**src/hw/rtl/adc_sba_pkg.sv**
```systemverilog
`default_nettype none

package adc_sba_pkg;

  localparam int CHAN_W   = 3;
  localparam int ROUND_W  = 4;
  localparam int SUM_W    = 16;
  localparam int SAMPLE_W = 12;
  localparam int BYTE_W   = 8;
  localparam int MODE_W   = 8;
  localparam int AVG_W    = 12;
  localparam int SCALED_W = 15;

  localparam int CHANNELS_DEF = 8;
  localparam int ROUNDS_DEF   = 10;

  localparam logic [BYTE_W-1:0] SAMPLE_HI_MASK = 8'h0F;
  localparam logic [BYTE_W-1:0] CMD_BASE       = 8'h06;

  localparam logic KIND_CMD = 1'b0;
  localparam logic KIND_AVG = 1'b1;

  localparam int unsigned FULL_SCALE = 4095;
  localparam int unsigned SENSE_OHMS = 493;
  localparam int unsigned MV_FULL    = 10000;
  localparam int unsigned UA_FULL    = 10000000;
  localparam int unsigned MV_DEN     = FULL_SCALE;
  localparam int unsigned UA_DEN     = FULL_SCALE * SENSE_OHMS;

  // Scaling multiplies by a reciprocal held with SC_SHIFT fraction bits, then
  // corrects the quotient by at most one.
  localparam int SC_SHIFT = 16;
  localparam int unsigned MV_RECIP = 32'((64'(MV_FULL) << SC_SHIFT) / MV_DEN);
  localparam int unsigned UA_RECIP = 32'((64'(UA_FULL) << SC_SHIFT) / UA_DEN);
  localparam int SC_RECIP_W = 19;
  localparam int SC_NUM_W   = 24;
  localparam int SC_DEN_W   = 21;

  typedef struct packed {
    logic capture;
    logic accumulate;
    logic load;
    logic mul_av;
    logic fix_av;
    logic mul_sc;
    logic emit_avg;
    logic emit_cmd;
  } ctrl_cmd_t;

  typedef struct packed {
    logic block_done;
    logic idx_last;
    logic out_free;
  } dp_status_t;

endpackage

`default_nettype wire

```
**src/hw/rtl/adc_sba_in_if.sv**
```systemverilog
`default_nettype none

interface adc_sba_in_if;
  logic                             valid;
  logic                             ready;
  logic [adc_sba_pkg::BYTE_W-1:0]   rx_byte_mid;
  logic [adc_sba_pkg::BYTE_W-1:0]   rx_byte_low;

  modport source (output valid, output rx_byte_mid, output rx_byte_low, input ready);
  modport sink   (input valid, input rx_byte_mid, input rx_byte_low, output ready);
endinterface

`default_nettype wire

```
**src/hw/rtl/adc_sba_out_if.sv**
```systemverilog
`default_nettype none

interface adc_sba_out_if;
  logic                               valid;
  logic                               ready;
  logic                               kind;
  logic [adc_sba_pkg::CHAN_W-1:0]     channel;
  logic [adc_sba_pkg::BYTE_W-1:0]     tx_byte_first;
  logic [adc_sba_pkg::BYTE_W-1:0]     tx_byte_second;
  logic [adc_sba_pkg::AVG_W-1:0]      average;
  logic [adc_sba_pkg::SCALED_W-1:0]   scaled_value;
  logic                               is_last;

  modport source (output valid, output kind, output channel, output tx_byte_first,
                  output tx_byte_second, output average, output scaled_value,
                  output is_last, input ready);
  modport sink   (input valid, input kind, input channel, input tx_byte_first,
                  input tx_byte_second, input average, input scaled_value,
                  input is_last, output ready);
endinterface

`default_nettype wire

```
**src/hw/rtl/adc_sba_ctrl.sv**
```systemverilog
`default_nettype none

module adc_sba_ctrl (
  input  logic                    clk,
  input  logic                    rst_n,
  input  logic                    in_valid,
  output logic                    in_ready,
  input  adc_sba_pkg::dp_status_t status,
  output adc_sba_pkg::ctrl_cmd_t  cmd
);

  typedef enum logic [7:0] {
    ST_IDLE   = 8'b0000_0001,
    ST_ACC    = 8'b0000_0010,
    ST_LOAD   = 8'b0000_0100,
    ST_AV_MUL = 8'b0000_1000,
    ST_AV_FIX = 8'b0001_0000,
    ST_SC_MUL = 8'b0010_0000,
    ST_SC_FIX = 8'b0100_0000,
    ST_CMD    = 8'b1000_0000
  } state_t;

  state_t state_r;
  state_t state_nxt;

  assign in_ready = (state_r == ST_IDLE);

  always_comb begin
    state_nxt = state_r;
    cmd       = '0;
    case (state_r)
      ST_IDLE: begin
        if (in_valid) begin
          cmd.capture = 1'b1;
          state_nxt   = ST_ACC;
        end
      end
      ST_ACC: begin
        cmd.accumulate = 1'b1;
        state_nxt      = status.block_done ? ST_LOAD : ST_CMD;
      end
      ST_LOAD: begin
        cmd.load  = 1'b1;
        state_nxt = ST_AV_MUL;
      end
      ST_AV_MUL: begin
        cmd.mul_av = 1'b1;
        state_nxt  = ST_AV_FIX;
      end
      ST_AV_FIX: begin
        cmd.fix_av = 1'b1;
        state_nxt  = ST_SC_MUL;
      end
      ST_SC_MUL: begin
        cmd.mul_sc = 1'b1;
        state_nxt  = ST_SC_FIX;
      end
      ST_SC_FIX: begin
        // The result waits here until the output register can take it.
        if (status.out_free) begin
          cmd.emit_avg = 1'b1;
          state_nxt    = status.idx_last ? ST_CMD : ST_LOAD;
        end
      end
      ST_CMD: begin
        if (status.out_free) begin
          cmd.emit_cmd = 1'b1;
          state_nxt    = ST_IDLE;
        end
      end
      default: begin
        state_nxt = ST_IDLE;
      end
    endcase
  end

  always_ff @(posedge clk) begin
    if (!rst_n) begin
      state_r <= ST_IDLE;
    end else begin
      state_r <= state_nxt;
    end
  end

endmodule

`default_nettype wire

```
**src/hw/rtl/adc_sba_dp.sv**
```systemverilog
`default_nettype none

module adc_sba_dp #(
  parameter int CHANNELS = adc_sba_pkg::CHANNELS_DEF,
  parameter int ROUNDS   = adc_sba_pkg::ROUNDS_DEF
) (
  input  logic                             clk,
  input  logic                             rst_n,
  input  logic [adc_sba_pkg::BYTE_W-1:0]   rx_byte_mid,
  input  logic [adc_sba_pkg::BYTE_W-1:0]   rx_byte_low,
  input  logic                             cfg_we,
  input  logic [adc_sba_pkg::MODE_W-1:0]   cfg_wdata,
  input  adc_sba_pkg::ctrl_cmd_t           cmd,
  output adc_sba_pkg::dp_status_t          status,
  adc_sba_out_if.source                    out_if
);

  localparam int CHAN_W   = adc_sba_pkg::CHAN_W;
  localparam int ROUND_W  = adc_sba_pkg::ROUND_W;
  localparam int SUM_W    = adc_sba_pkg::SUM_W;
  localparam int SAMPLE_W = adc_sba_pkg::SAMPLE_W;
  localparam int BYTE_W   = adc_sba_pkg::BYTE_W;
  localparam int MODE_W   = adc_sba_pkg::MODE_W;
  localparam int AVG_W    = adc_sba_pkg::AVG_W;
  localparam int SCALED_W = adc_sba_pkg::SCALED_W;
  localparam int CIW      = (CHANNELS > 1) ? $clog2(CHANNELS) : 1;

  // The average is the sum times a truncated reciprocal of ROUNDS; the
  // estimate is at most one low, which the remainder check repairs.
  localparam int          AV_SHIFT = 20;
  localparam int          AV_RW    = AV_SHIFT + 1;
  localparam int          AV_PW    = SUM_W + AV_RW;
  localparam int unsigned AV_RECIP = (32'd1 << AV_SHIFT) / ROUNDS;

  localparam int SC_SHIFT = adc_sba_pkg::SC_SHIFT;
  localparam int SPROD_W  = AVG_W + adc_sba_pkg::SC_RECIP_W;
  localparam int SNUM_W   = AVG_W + adc_sba_pkg::SC_NUM_W;

  logic [SUM_W-1:0]    sums_r [CHANNELS];
  logic [CHAN_W-1:0]   cur_r;
  logic [ROUND_W-1:0]  round_r;
  logic [CHAN_W-1:0]   idx_r;
  logic [MODE_W-1:0]   modes_r;
  logic [SAMPLE_W-1:0] sample_r;

  logic [SUM_W-1:0]    sum_sel_r;
  logic                mode_r;
  logic [AV_PW-1:0]    prod_r;
  logic [AVG_W-1:0]    avg_r;
  logic [SPROD_W-1:0]  sprod_r;
  logic [SNUM_W-1:0]   snum_r;

  logic                    out_valid_r;
  logic                    out_valid_nxt;
  logic                    out_kind_r;
  logic [CHAN_W-1:0]       out_channel_r;
  logic [BYTE_W-1:0]       out_tx1_r;
  logic [BYTE_W-1:0]       out_tx2_r;
  logic [AVG_W-1:0]        out_avg_r;
  logic [SCALED_W-1:0]     out_scaled_r;
  logic                    out_last_r;

  logic                chan_wrap;
  logic                round_wrap;
  logic [BYTE_W-1:0]   mid_masked;
  logic [SUM_W-1:0]    av_q0;
  logic [SUM_W-1:0]    av_rem;
  logic [SUM_W-1:0]    av_q;
  logic [AVG_W-1:0]    avg_nxt;

  logic [adc_sba_pkg::SC_RECIP_W-1:0] sc_recip;
  logic [adc_sba_pkg::SC_NUM_W-1:0]   sc_num;
  logic [adc_sba_pkg::SC_DEN_W-1:0]   sc_den;
  logic [SCALED_W-1:0]                sc_q0;
  logic [SNUM_W-1:0]                  sc_rem;
  logic [SCALED_W-1:0]                scaled;

  assign chan_wrap  = (cur_r == CHAN_W'(CHANNELS - 1));
  assign round_wrap = (round_r == ROUND_W'(ROUNDS - 1));
  assign mid_masked = rx_byte_mid & adc_sba_pkg::SAMPLE_HI_MASK;

  assign status.block_done = chan_wrap && round_wrap;
  assign status.idx_last   = (idx_r == CHAN_W'(CHANNELS - 1));
  assign status.out_free   = !out_valid_r || out_if.ready;

  // Average: quotient estimate, then one compare and subtract.
  assign av_q0   = prod_r[AV_SHIFT +: SUM_W];
  assign av_rem  = sum_sel_r - av_q0 * SUM_W'(ROUNDS);
  assign av_q    = av_q0 + SUM_W'(av_rem >= SUM_W'(ROUNDS));
  assign avg_nxt = (av_q > SUM_W'(adc_sba_pkg::FULL_SCALE)) ?
                   AVG_W'(adc_sba_pkg::FULL_SCALE) : av_q[AVG_W-1:0];

  // Scaled value: same scheme with mode-dependent constants.
  assign sc_recip = mode_r ? adc_sba_pkg::SC_RECIP_W'(adc_sba_pkg::UA_RECIP)
                           : adc_sba_pkg::SC_RECIP_W'(adc_sba_pkg::MV_RECIP);
  assign sc_num   = mode_r ? adc_sba_pkg::SC_NUM_W'(adc_sba_pkg::UA_FULL)
                           : adc_sba_pkg::SC_NUM_W'(adc_sba_pkg::MV_FULL);
  assign sc_den   = mode_r ? adc_sba_pkg::SC_DEN_W'(adc_sba_pkg::UA_DEN)
                           : adc_sba_pkg::SC_DEN_W'(adc_sba_pkg::MV_DEN);
  assign sc_q0    = sprod_r[SC_SHIFT +: SCALED_W];
  assign sc_rem   = snum_r - SNUM_W'(sc_q0) * SNUM_W'(sc_den);
  assign scaled   = sc_q0 + SCALED_W'(sc_rem >= SNUM_W'(sc_den));

  always_comb begin
    out_valid_nxt = out_valid_r;
    if (out_valid_r && out_if.ready) begin
      out_valid_nxt = 1'b0;
    end
    if (cmd.emit_avg || cmd.emit_cmd) begin
      out_valid_nxt = 1'b1;
    end
  end

  always_ff @(posedge clk) begin
    if (!rst_n) begin
      cur_r       <= '0;
      round_r     <= '0;
      idx_r       <= '0;
      modes_r     <= '0;
      out_valid_r <= 1'b0;
      for (int i = 0; i < CHANNELS; i++) begin
        sums_r[i] <= '0;
      end
    end else begin
      out_valid_r <= out_valid_nxt;
      if (cfg_we) begin
        modes_r <= cfg_wdata;
      end
      if (cmd.accumulate) begin
        sums_r[cur_r[CIW-1:0]] <= sums_r[cur_r[CIW-1:0]] + SUM_W'(sample_r);
        cur_r <= chan_wrap ? '0 : cur_r + CHAN_W'(1);
        if (chan_wrap) begin
          round_r <= round_wrap ? '0 : round_r + ROUND_W'(1);
        end
      end
      if (cmd.load) begin
        sums_r[idx_r[CIW-1:0]] <= '0;
      end
      if (cmd.emit_avg) begin
        idx_r <= status.idx_last ? '0 : idx_r + CHAN_W'(1);
      end
    end
  end

  always_ff @(posedge clk) begin
    if (cmd.capture) begin
      sample_r <= {mid_masked[3:0], rx_byte_low};
    end
    if (cmd.load) begin
      sum_sel_r <= sums_r[idx_r[CIW-1:0]];
      mode_r    <= modes_r[idx_r];
    end
    if (cmd.mul_av) begin
      prod_r <= AV_PW'(sum_sel_r) * AV_PW'(AV_RECIP);
    end
    if (cmd.fix_av) begin
      avg_r <= avg_nxt;
    end
    if (cmd.mul_sc) begin
      sprod_r <= SPROD_W'(avg_r) * SPROD_W'(sc_recip);
      snum_r  <= SNUM_W'(avg_r) * SNUM_W'(sc_num);
    end
    if (cmd.emit_avg) begin
      out_kind_r    <= adc_sba_pkg::KIND_AVG;
      out_channel_r <= idx_r;
      out_tx1_r     <= '0;
      out_tx2_r     <= '0;
      out_avg_r     <= avg_r;
      out_scaled_r  <= scaled;
      out_last_r    <= 1'b0;
    end
    if (cmd.emit_cmd) begin
      out_kind_r    <= adc_sba_pkg::KIND_CMD;
      out_channel_r <= cur_r;
      out_tx1_r     <= adc_sba_pkg::CMD_BASE | BYTE_W'(cur_r[2]);
      out_tx2_r     <= {cur_r[1:0], 6'b0};
      out_avg_r     <= '0;
      out_scaled_r  <= '0;
      out_last_r    <= 1'b1;
    end
  end

  assign out_if.valid          = out_valid_r;
  assign out_if.kind           = out_kind_r;
  assign out_if.channel        = out_channel_r;
  assign out_if.tx_byte_first  = out_tx1_r;
  assign out_if.tx_byte_second = out_tx2_r;
  assign out_if.average        = out_avg_r;
  assign out_if.scaled_value   = out_scaled_r;
  assign out_if.is_last        = out_last_r;

endmodule

`default_nettype wire

```
**src/hw/rtl/adc_scan_block_averager_unit.sv**
```systemverilog
// Scan block averager for a multichannel 12-bit SPI converter.
// in_if takes the middle and last byte of each 3-byte converter reply; the
// sample goes to the accumulator of the current channel, which then steps
// round-robin over CHANNELS channels. cfg_we/cfg_wdata write the channel
// mode register (bit per channel: 0 millivolts, 1 microamps).
// out_if returns results: after every ROUNDS full rounds, one average per
// channel (channel 0 first), and after every input the command bytes for
// the next conversion, marked by is_last.
// Flow: an input with no block end is accumulated in ST_ACC, and ST_CMD then
// loads its command into the output register; the block returns to ST_IDLE
// and can take the next transfer. An input that ends a block adds, per
// channel, sum read, reciprocal multiply, quotient fix, scale multiply and
// scale fix. One item is in work at a time.
// A result waits in the output register while out_if.ready is low; the
// block takes the next input with a command still waiting, and stalls only
// where it must hand over a new result.
// Synchronous reset clears the mode register, accumulators, channel and
// round counters, and drops out_if.valid.
`default_nettype none

module adc_scan_block_averager_unit #(
  parameter int CHANNELS = adc_sba_pkg::CHANNELS_DEF,
  parameter int ROUNDS   = adc_sba_pkg::ROUNDS_DEF
) (
  input  logic                            clk,
  input  logic                            rst_n,
  adc_sba_in_if.sink                      in_if,
  adc_sba_out_if.source                   out_if,
  input  logic                            cfg_we,
  input  logic [adc_sba_pkg::MODE_W-1:0]  cfg_wdata
);

  adc_sba_pkg::ctrl_cmd_t  cmd;
  adc_sba_pkg::dp_status_t status;
  logic                    in_ready;

  assign in_if.ready = in_ready;

  adc_sba_ctrl u_ctrl (
    .clk      (clk),
    .rst_n    (rst_n),
    .in_valid (in_if.valid),
    .in_ready (in_ready),
    .status   (status),
    .cmd      (cmd)
  );

  adc_sba_dp #(
    .CHANNELS (CHANNELS),
    .ROUNDS   (ROUNDS)
  ) u_dp (
    .clk         (clk),
    .rst_n       (rst_n),
    .rx_byte_mid (in_if.rx_byte_mid),
    .rx_byte_low (in_if.rx_byte_low),
    .cfg_we      (cfg_we),
    .cfg_wdata   (cfg_wdata),
    .cmd         (cmd),
    .status      (status),
    .out_if      (out_if)
  );

endmodule

`default_nettype wire

```
**src/flat_wrapper.sv**
```systemverilog
// flat-port wrapper written by rule: the top's interface ports become plain ports
module adc_scan_block_averager_unit_flat 
#(
  parameter int CHANNELS = adc_sba_pkg::CHANNELS_DEF,
  parameter int ROUNDS   = adc_sba_pkg::ROUNDS_DEF
)
  (clk, rst_n, cfg_we, cfg_wdata, in_if_valid, in_if_rx_byte_mid, in_if_rx_byte_low, in_if_ready, out_if_valid, out_if_kind, out_if_channel, out_if_tx_byte_first, out_if_tx_byte_second, out_if_average, out_if_scaled_value, out_if_is_last, out_if_ready);
  adc_sba_in_if in_if_i ();
  adc_sba_out_if out_if_i ();
  input  logic clk;
  input  logic rst_n;
  input  logic cfg_we;
  input  logic [adc_sba_pkg::MODE_W-1:0] cfg_wdata;
  input wire logic [$bits(in_if_i.valid)-1:0] in_if_valid;
  input wire logic [$bits(in_if_i.rx_byte_mid)-1:0] in_if_rx_byte_mid;
  input wire logic [$bits(in_if_i.rx_byte_low)-1:0] in_if_rx_byte_low;
  output wire logic [$bits(in_if_i.ready)-1:0] in_if_ready;
  output wire logic [$bits(out_if_i.valid)-1:0] out_if_valid;
  output wire logic [$bits(out_if_i.kind)-1:0] out_if_kind;
  output wire logic [$bits(out_if_i.channel)-1:0] out_if_channel;
  output wire logic [$bits(out_if_i.tx_byte_first)-1:0] out_if_tx_byte_first;
  output wire logic [$bits(out_if_i.tx_byte_second)-1:0] out_if_tx_byte_second;
  output wire logic [$bits(out_if_i.average)-1:0] out_if_average;
  output wire logic [$bits(out_if_i.scaled_value)-1:0] out_if_scaled_value;
  output wire logic [$bits(out_if_i.is_last)-1:0] out_if_is_last;
  input wire logic [$bits(out_if_i.ready)-1:0] out_if_ready;
  assign in_if_i.valid = in_if_valid;
  assign in_if_i.rx_byte_mid = in_if_rx_byte_mid;
  assign in_if_i.rx_byte_low = in_if_rx_byte_low;
  assign in_if_ready = in_if_i.ready;
  assign out_if_valid = out_if_i.valid;
  assign out_if_kind = out_if_i.kind;
  assign out_if_channel = out_if_i.channel;
  assign out_if_tx_byte_first = out_if_i.tx_byte_first;
  assign out_if_tx_byte_second = out_if_i.tx_byte_second;
  assign out_if_average = out_if_i.average;
  assign out_if_scaled_value = out_if_i.scaled_value;
  assign out_if_is_last = out_if_i.is_last;
  assign out_if_i.ready = out_if_ready;
  adc_scan_block_averager_unit #(.CHANNELS(CHANNELS), .ROUNDS(ROUNDS)) u_core (.clk(clk), .rst_n(rst_n), .in_if(in_if_i), .out_if(out_if_i), .cfg_we(cfg_we), .cfg_wdata(cfg_wdata));
endmodule
```
**config.mk**
```make
export PLATFORM = sky130hd
export DESIGN_NAME = adc_scan_block_averager_unit_flat
export DESIGN_NICKNAME = d
export VERILOG_FILES = /design/src/hw/rtl/adc_sba_pkg.sv /design/src/hw/rtl/adc_sba_in_if.sv /design/src/hw/rtl/adc_sba_out_if.sv /design/src/hw/rtl/adc_sba_ctrl.sv /design/src/hw/rtl/adc_sba_dp.sv /design/src/hw/rtl/adc_scan_block_averager_unit.sv /design/src/flat_wrapper.sv
export SDC_FILE = /design/constraint.sdc
export NUM_CORES = 2
export LEC_CHECK = 0
export BUFFER_PORTS_ARGS = -buffer_cell sky130_fd_sc_hd__buf_2
export CORE_MARGIN = 3
export CORE_UTILIZATION = 59
export CTS_CLUSTER_DIAMETER = 150
export DETAILED_ROUTE_END_ITERATION = 12
export GPL_TIMING_DRIVEN = 0
export PLACE_DENSITY = 0.79
export SYNTH_ARGS = -nofsm -noshare
export SYNTH_HDL_FRONTEND = slang
export SYNTH_SLANG_ARGS = --single-unit
```
**constraint.sdc**
```tcl
create_clock -name clk -period 9.1 [get_ports clk]
set_input_delay 2.73 -clock clk [delete_from_list [all_inputs] [get_ports clk]]
set_output_delay 2.73 -clock clk [all_outputs]
set_load 0.005 [all_outputs]
```
==> metrics.md <==
| Metric | Value |
|---|---|
| Crit path largest cell delay | 620 ps |
| Clk_lat worst skew | 570 ps |
| Clock Sinks | 294 |
| Largest net degree at the start of global routing | 27 |
| Power Density | 89.6 mW/mm^2 |
| Die area | 0.0632 mm^2 |
| Gr usage total | 27.7% |
| Synth top area cells | fa_1 (24%), edfxtp_1 (20%), ha_1 (18%) |
| Met3 usage | 3.92% |
| CP arrival | 9280 ps |
| Synth Area in Compound Gates | 7.42% |
| Xor/xnor share of the synthesized area | 3.18% |
| Final-layout fill cell count | 4,492 |
| Ys async rst share | 0% |
| Synth Area in Simple Gates | 9.30% |
| Setup TNS | 0 ps |
| Detailed Route Iter0 Violations | 1,692 |
| Area used by multi-input combinational logic | 0.0246 mm^2 |
| Initial Util | 59.9% |
| Syn Std Cell Area | 0.0355 mm^2 |
| Maximum VDD drop | 0.162 mV |
| Crit. End Element | flip-flop |
| Largest family of logic cells by synthesized area | adder cells |
| Number of synthesized flops with an enable pin | 235 |
| Synth warnings | 0 |
| Startpoint Class | flip-flop |
| Floorplan row count | 89 |
| DR WL/cell | 19.9 um |
| Adder-cell share of the synthesized area | 42.4% |
| DRT antenna net count | 0 |
| Status | completed |
| Mean number of vias per cell | 5.72 |
| Worst-path clk slew | 60 ps |
| Port Buffers | 61 |
| Post-synthesis mux area share | 5.74% |
| Synth unique cells | 84 |
| Top-area cell type share of the netlist area | 24.2% |
| Max-cap violations | 0 |
| Slew HR | 26.9% |
| Vias in the first global route | 25,800 |
| Die X | 251 um |
| Cells after Synth | 3,391 |
| Share of cells above drive strength 1 | 9.76% |
| Met1 GRT Util | 33.9% |
| First-pass GRT wire length | 136 mm |
| Initial antenna violation count | 4 |
| Minimum clock period | 8830 ps |
| Dpl hpwl | 69.7 mm |
| Cell mode on critical path | fa_1 |
| Post-synth top area cell | fa_1 |
| Tcrit/Tclk final | 97.0% |
| Clock Skews | 27.6 ps |
| Tightest Pin Transition | 1100 ps |
| Final Max Slew Viols | 0 |
| Hold Path Class | flip-flop to flip-flop |
| Die height | 251 um |
| Crit Path Class | flip-flop to flip-flop |
| Drt first pass iters | 8 |
| Final Hold Viols | 0 |
| Avg Inst Size Synth | 10.5 um^2 |
| Met2 Usage GRT | 49.1% |
| Placeable Area | 0.0592 mm^2 |
| DR vias | 25,000 |
| CTS Buffer Depth | 3 |
| Gr ovfl total | 0 |
| Slowest-stage cell, CP | or4_4 |
| Post-Layout Cell Count | 4,362 |
| RD Place Congestion | 0.968 |
| DRC viols | 0 |
| IO Count | 79 |
| Htree depth | 2 |
| Area grow syn2layout | 9.21% |
| Clk root buf | clkbuf_16 |
| CTS tree | built |
| Crit path max fanout | 10 |
| Final setup vio count | 0 |
| DRT Wirelength | 86.6 mm |
| FF/Latch Area | 0.00824 mm^2 |
| Critical path data required time | 9550 ps |
| Fmax | 113 MHz |
| # placed instances | 4,277 |
| Most used routing layer | met2 |
| Register area share after synthesis | 23.2% |
| Top FF cell, synth | edfxtp_1 |
| Nets | 4,534 |
| Count of state elements after synthesis | 294 |
| Number of CTS-inserted buffers | 37 |
| LEAKAGE | 18.6 nW |
-- kinds of logic after synthesis --
logic type,count (synthesis)
adder cells (fa/ha/maj),946
buffers and inverters,810
AND/OR/NAND/NOR,697
AO/OA/AOI/OAI,396
flip-flops,294
XOR/XNOR,129
multiplexers,117
other,2
-- per-layer routing --
layer / part of all wire [%] / vias to the layer above / wire length [um]
met4: 4.9 / 2 / 4280
met2: 50 / 925 / 43500
met5: 0.013 / - / 11
li1: - / 11500 / -
met3: 6.8 / 249 / 5920
met1: 38 / 12300 / 32900
-- per-stage QoR --
step	cell area (um^2)	hold WS (ps)	total power [mW]	worst slack [ps]	utilization, %
5_1_grt	38800	475	3.59	-57.6	65.5
2_1_floorplan	35700	449	1.86	400	-
4_1_cts	38500	449	3.48	4.66	65.0
3_5_place_dp	37000	437	1.97	-1960	62.5
6_report	38800	441	3.47	269	65.5
3_3_place_gp	37000	428	1.96	-1850	62.4
-- final timing paths --
path	start	end	slack [ps]	cells after the start
max	u_core.u_dp.mode_r$_DFFE_PN_	u_core.u_dp.out_if.scaled_value[12]$_SDFFE_PP0P_	270	35
min	u_core.u_dp.out_if.scaled_value[5]$_SDFFE_PP0P_	u_core.u_dp.out_if.scaled_value[5]$_SDFFE_PP0P_	440	2
max reg2reg	u_core.u_dp.mode_r$_DFFE_PN_	u_core.u_dp.out_if.scaled_value[12]$_SDFFE_PP0P_	270	35
min reg2reg	u_core.u_dp.out_if.scaled_value[5]$_SDFFE_PP0P_	u_core.u_dp.out_if.scaled_value[5]$_SDFFE_PP0P_	440	2
-- power breakdown --
group | internal [mW] | leakage [nW] | total (mW) | switching, mW
clock network | 0.889 | 0.623 | 1.52 | 0.630
registers | 1.49 | 2.76 | 1.51 | 0.0188
logic | 0.181 | 15.2 | 0.444 | 0.263
-- cell usage in the layout, fill, tap and decap left out, types with 51 or more instances in the layout --
cell type  count
ha_1         507
nand2_1      189
a21oi_1      109
dfxtp_1       59
inv_1        723
nor2_1       209
o21ai_0       60
mux4_2        66
fa_1         425
xnor2_1       90
conb_1        51
edfxtp_1     235
clkbuf_1      53
buf_2         63
-- worst max-delay path, delay by kind of cell, from the launching register on --
family | cells | cell delay, ps
adder cells (fa/ha/maj) | 9 | 3820
AND/OR/NAND/NOR | 13 | 2780
flip-flops | 1 | 340
AO/OA/AOI/OAI | 4 | 820
XOR/XNOR | 1 | 80
buffers and inverters | 8 | 860
-- flip-flops by register name (all words and copies together) (netlist names), 4 cells and up, named ones only --
name,flops
u_core.u_dp.sums_r,128
u_core.u_dp.snum_r,31
u_core.u_dp.sprod_r,16
u_core.u_dp.sum_sel_r,16
u_core.u_dp.out_if.scaled_value,15
u_core.u_dp.prod_r,13
u_core.u_dp.avg_r,12
u_core.u_dp.out_if.average,12
u_core.u_dp.sample_r,12
u_core.u_ctrl.state_r,8
u_core.u_dp.modes_r,8
u_core.u_dp.round_r,4
-- area by class of cell --
cell class              instances  share of cell area (%)
well taps                     773                    2.49
flip-flops and latches        294                    21.2
inverters                     729                    7.09
multi-input cells            2336                    63.5
plain buffers                  80                    1.08
diodes                          2                  0.0129
clock buffers                  44                    2.57
repair buffers                 81                    1.26
clock inverters                23                   0.755
-- repair_timing --
item,4_1_cts,5_1_grt
endpoints found under the setup margin,15,11
hold buffers,0,0
gates resized for setup,40,54
gates cloned,0,0
setup buffers,8,9
pin swaps,4,25
-- synthesized netlist by cell type, types with 15 or more instances --
library cell    n
nor2_1        212
o21ai_0        65
o21bai_1       20
a21oi_1       111
and3_1         23
xor2_1         38
nand4_1        19
nand2_1       200
mux2i_1        17
fa_1          429
and2_1         19
xnor2_1        91
nor3_1         42
or3_1          15
or2_2          16
mux2_2         34
a211oi_1       38
inv_1         728
nand3_1        43
edfxtp_1      235
mux4_2         66
o21a_1         16
clkbuf_1       55
nor2b_1        39
nand2b_1       23
dfxtp_1        59
ha_1          517
a21o_1         36
Note: power is estimated with default switching activity, not from simulation.
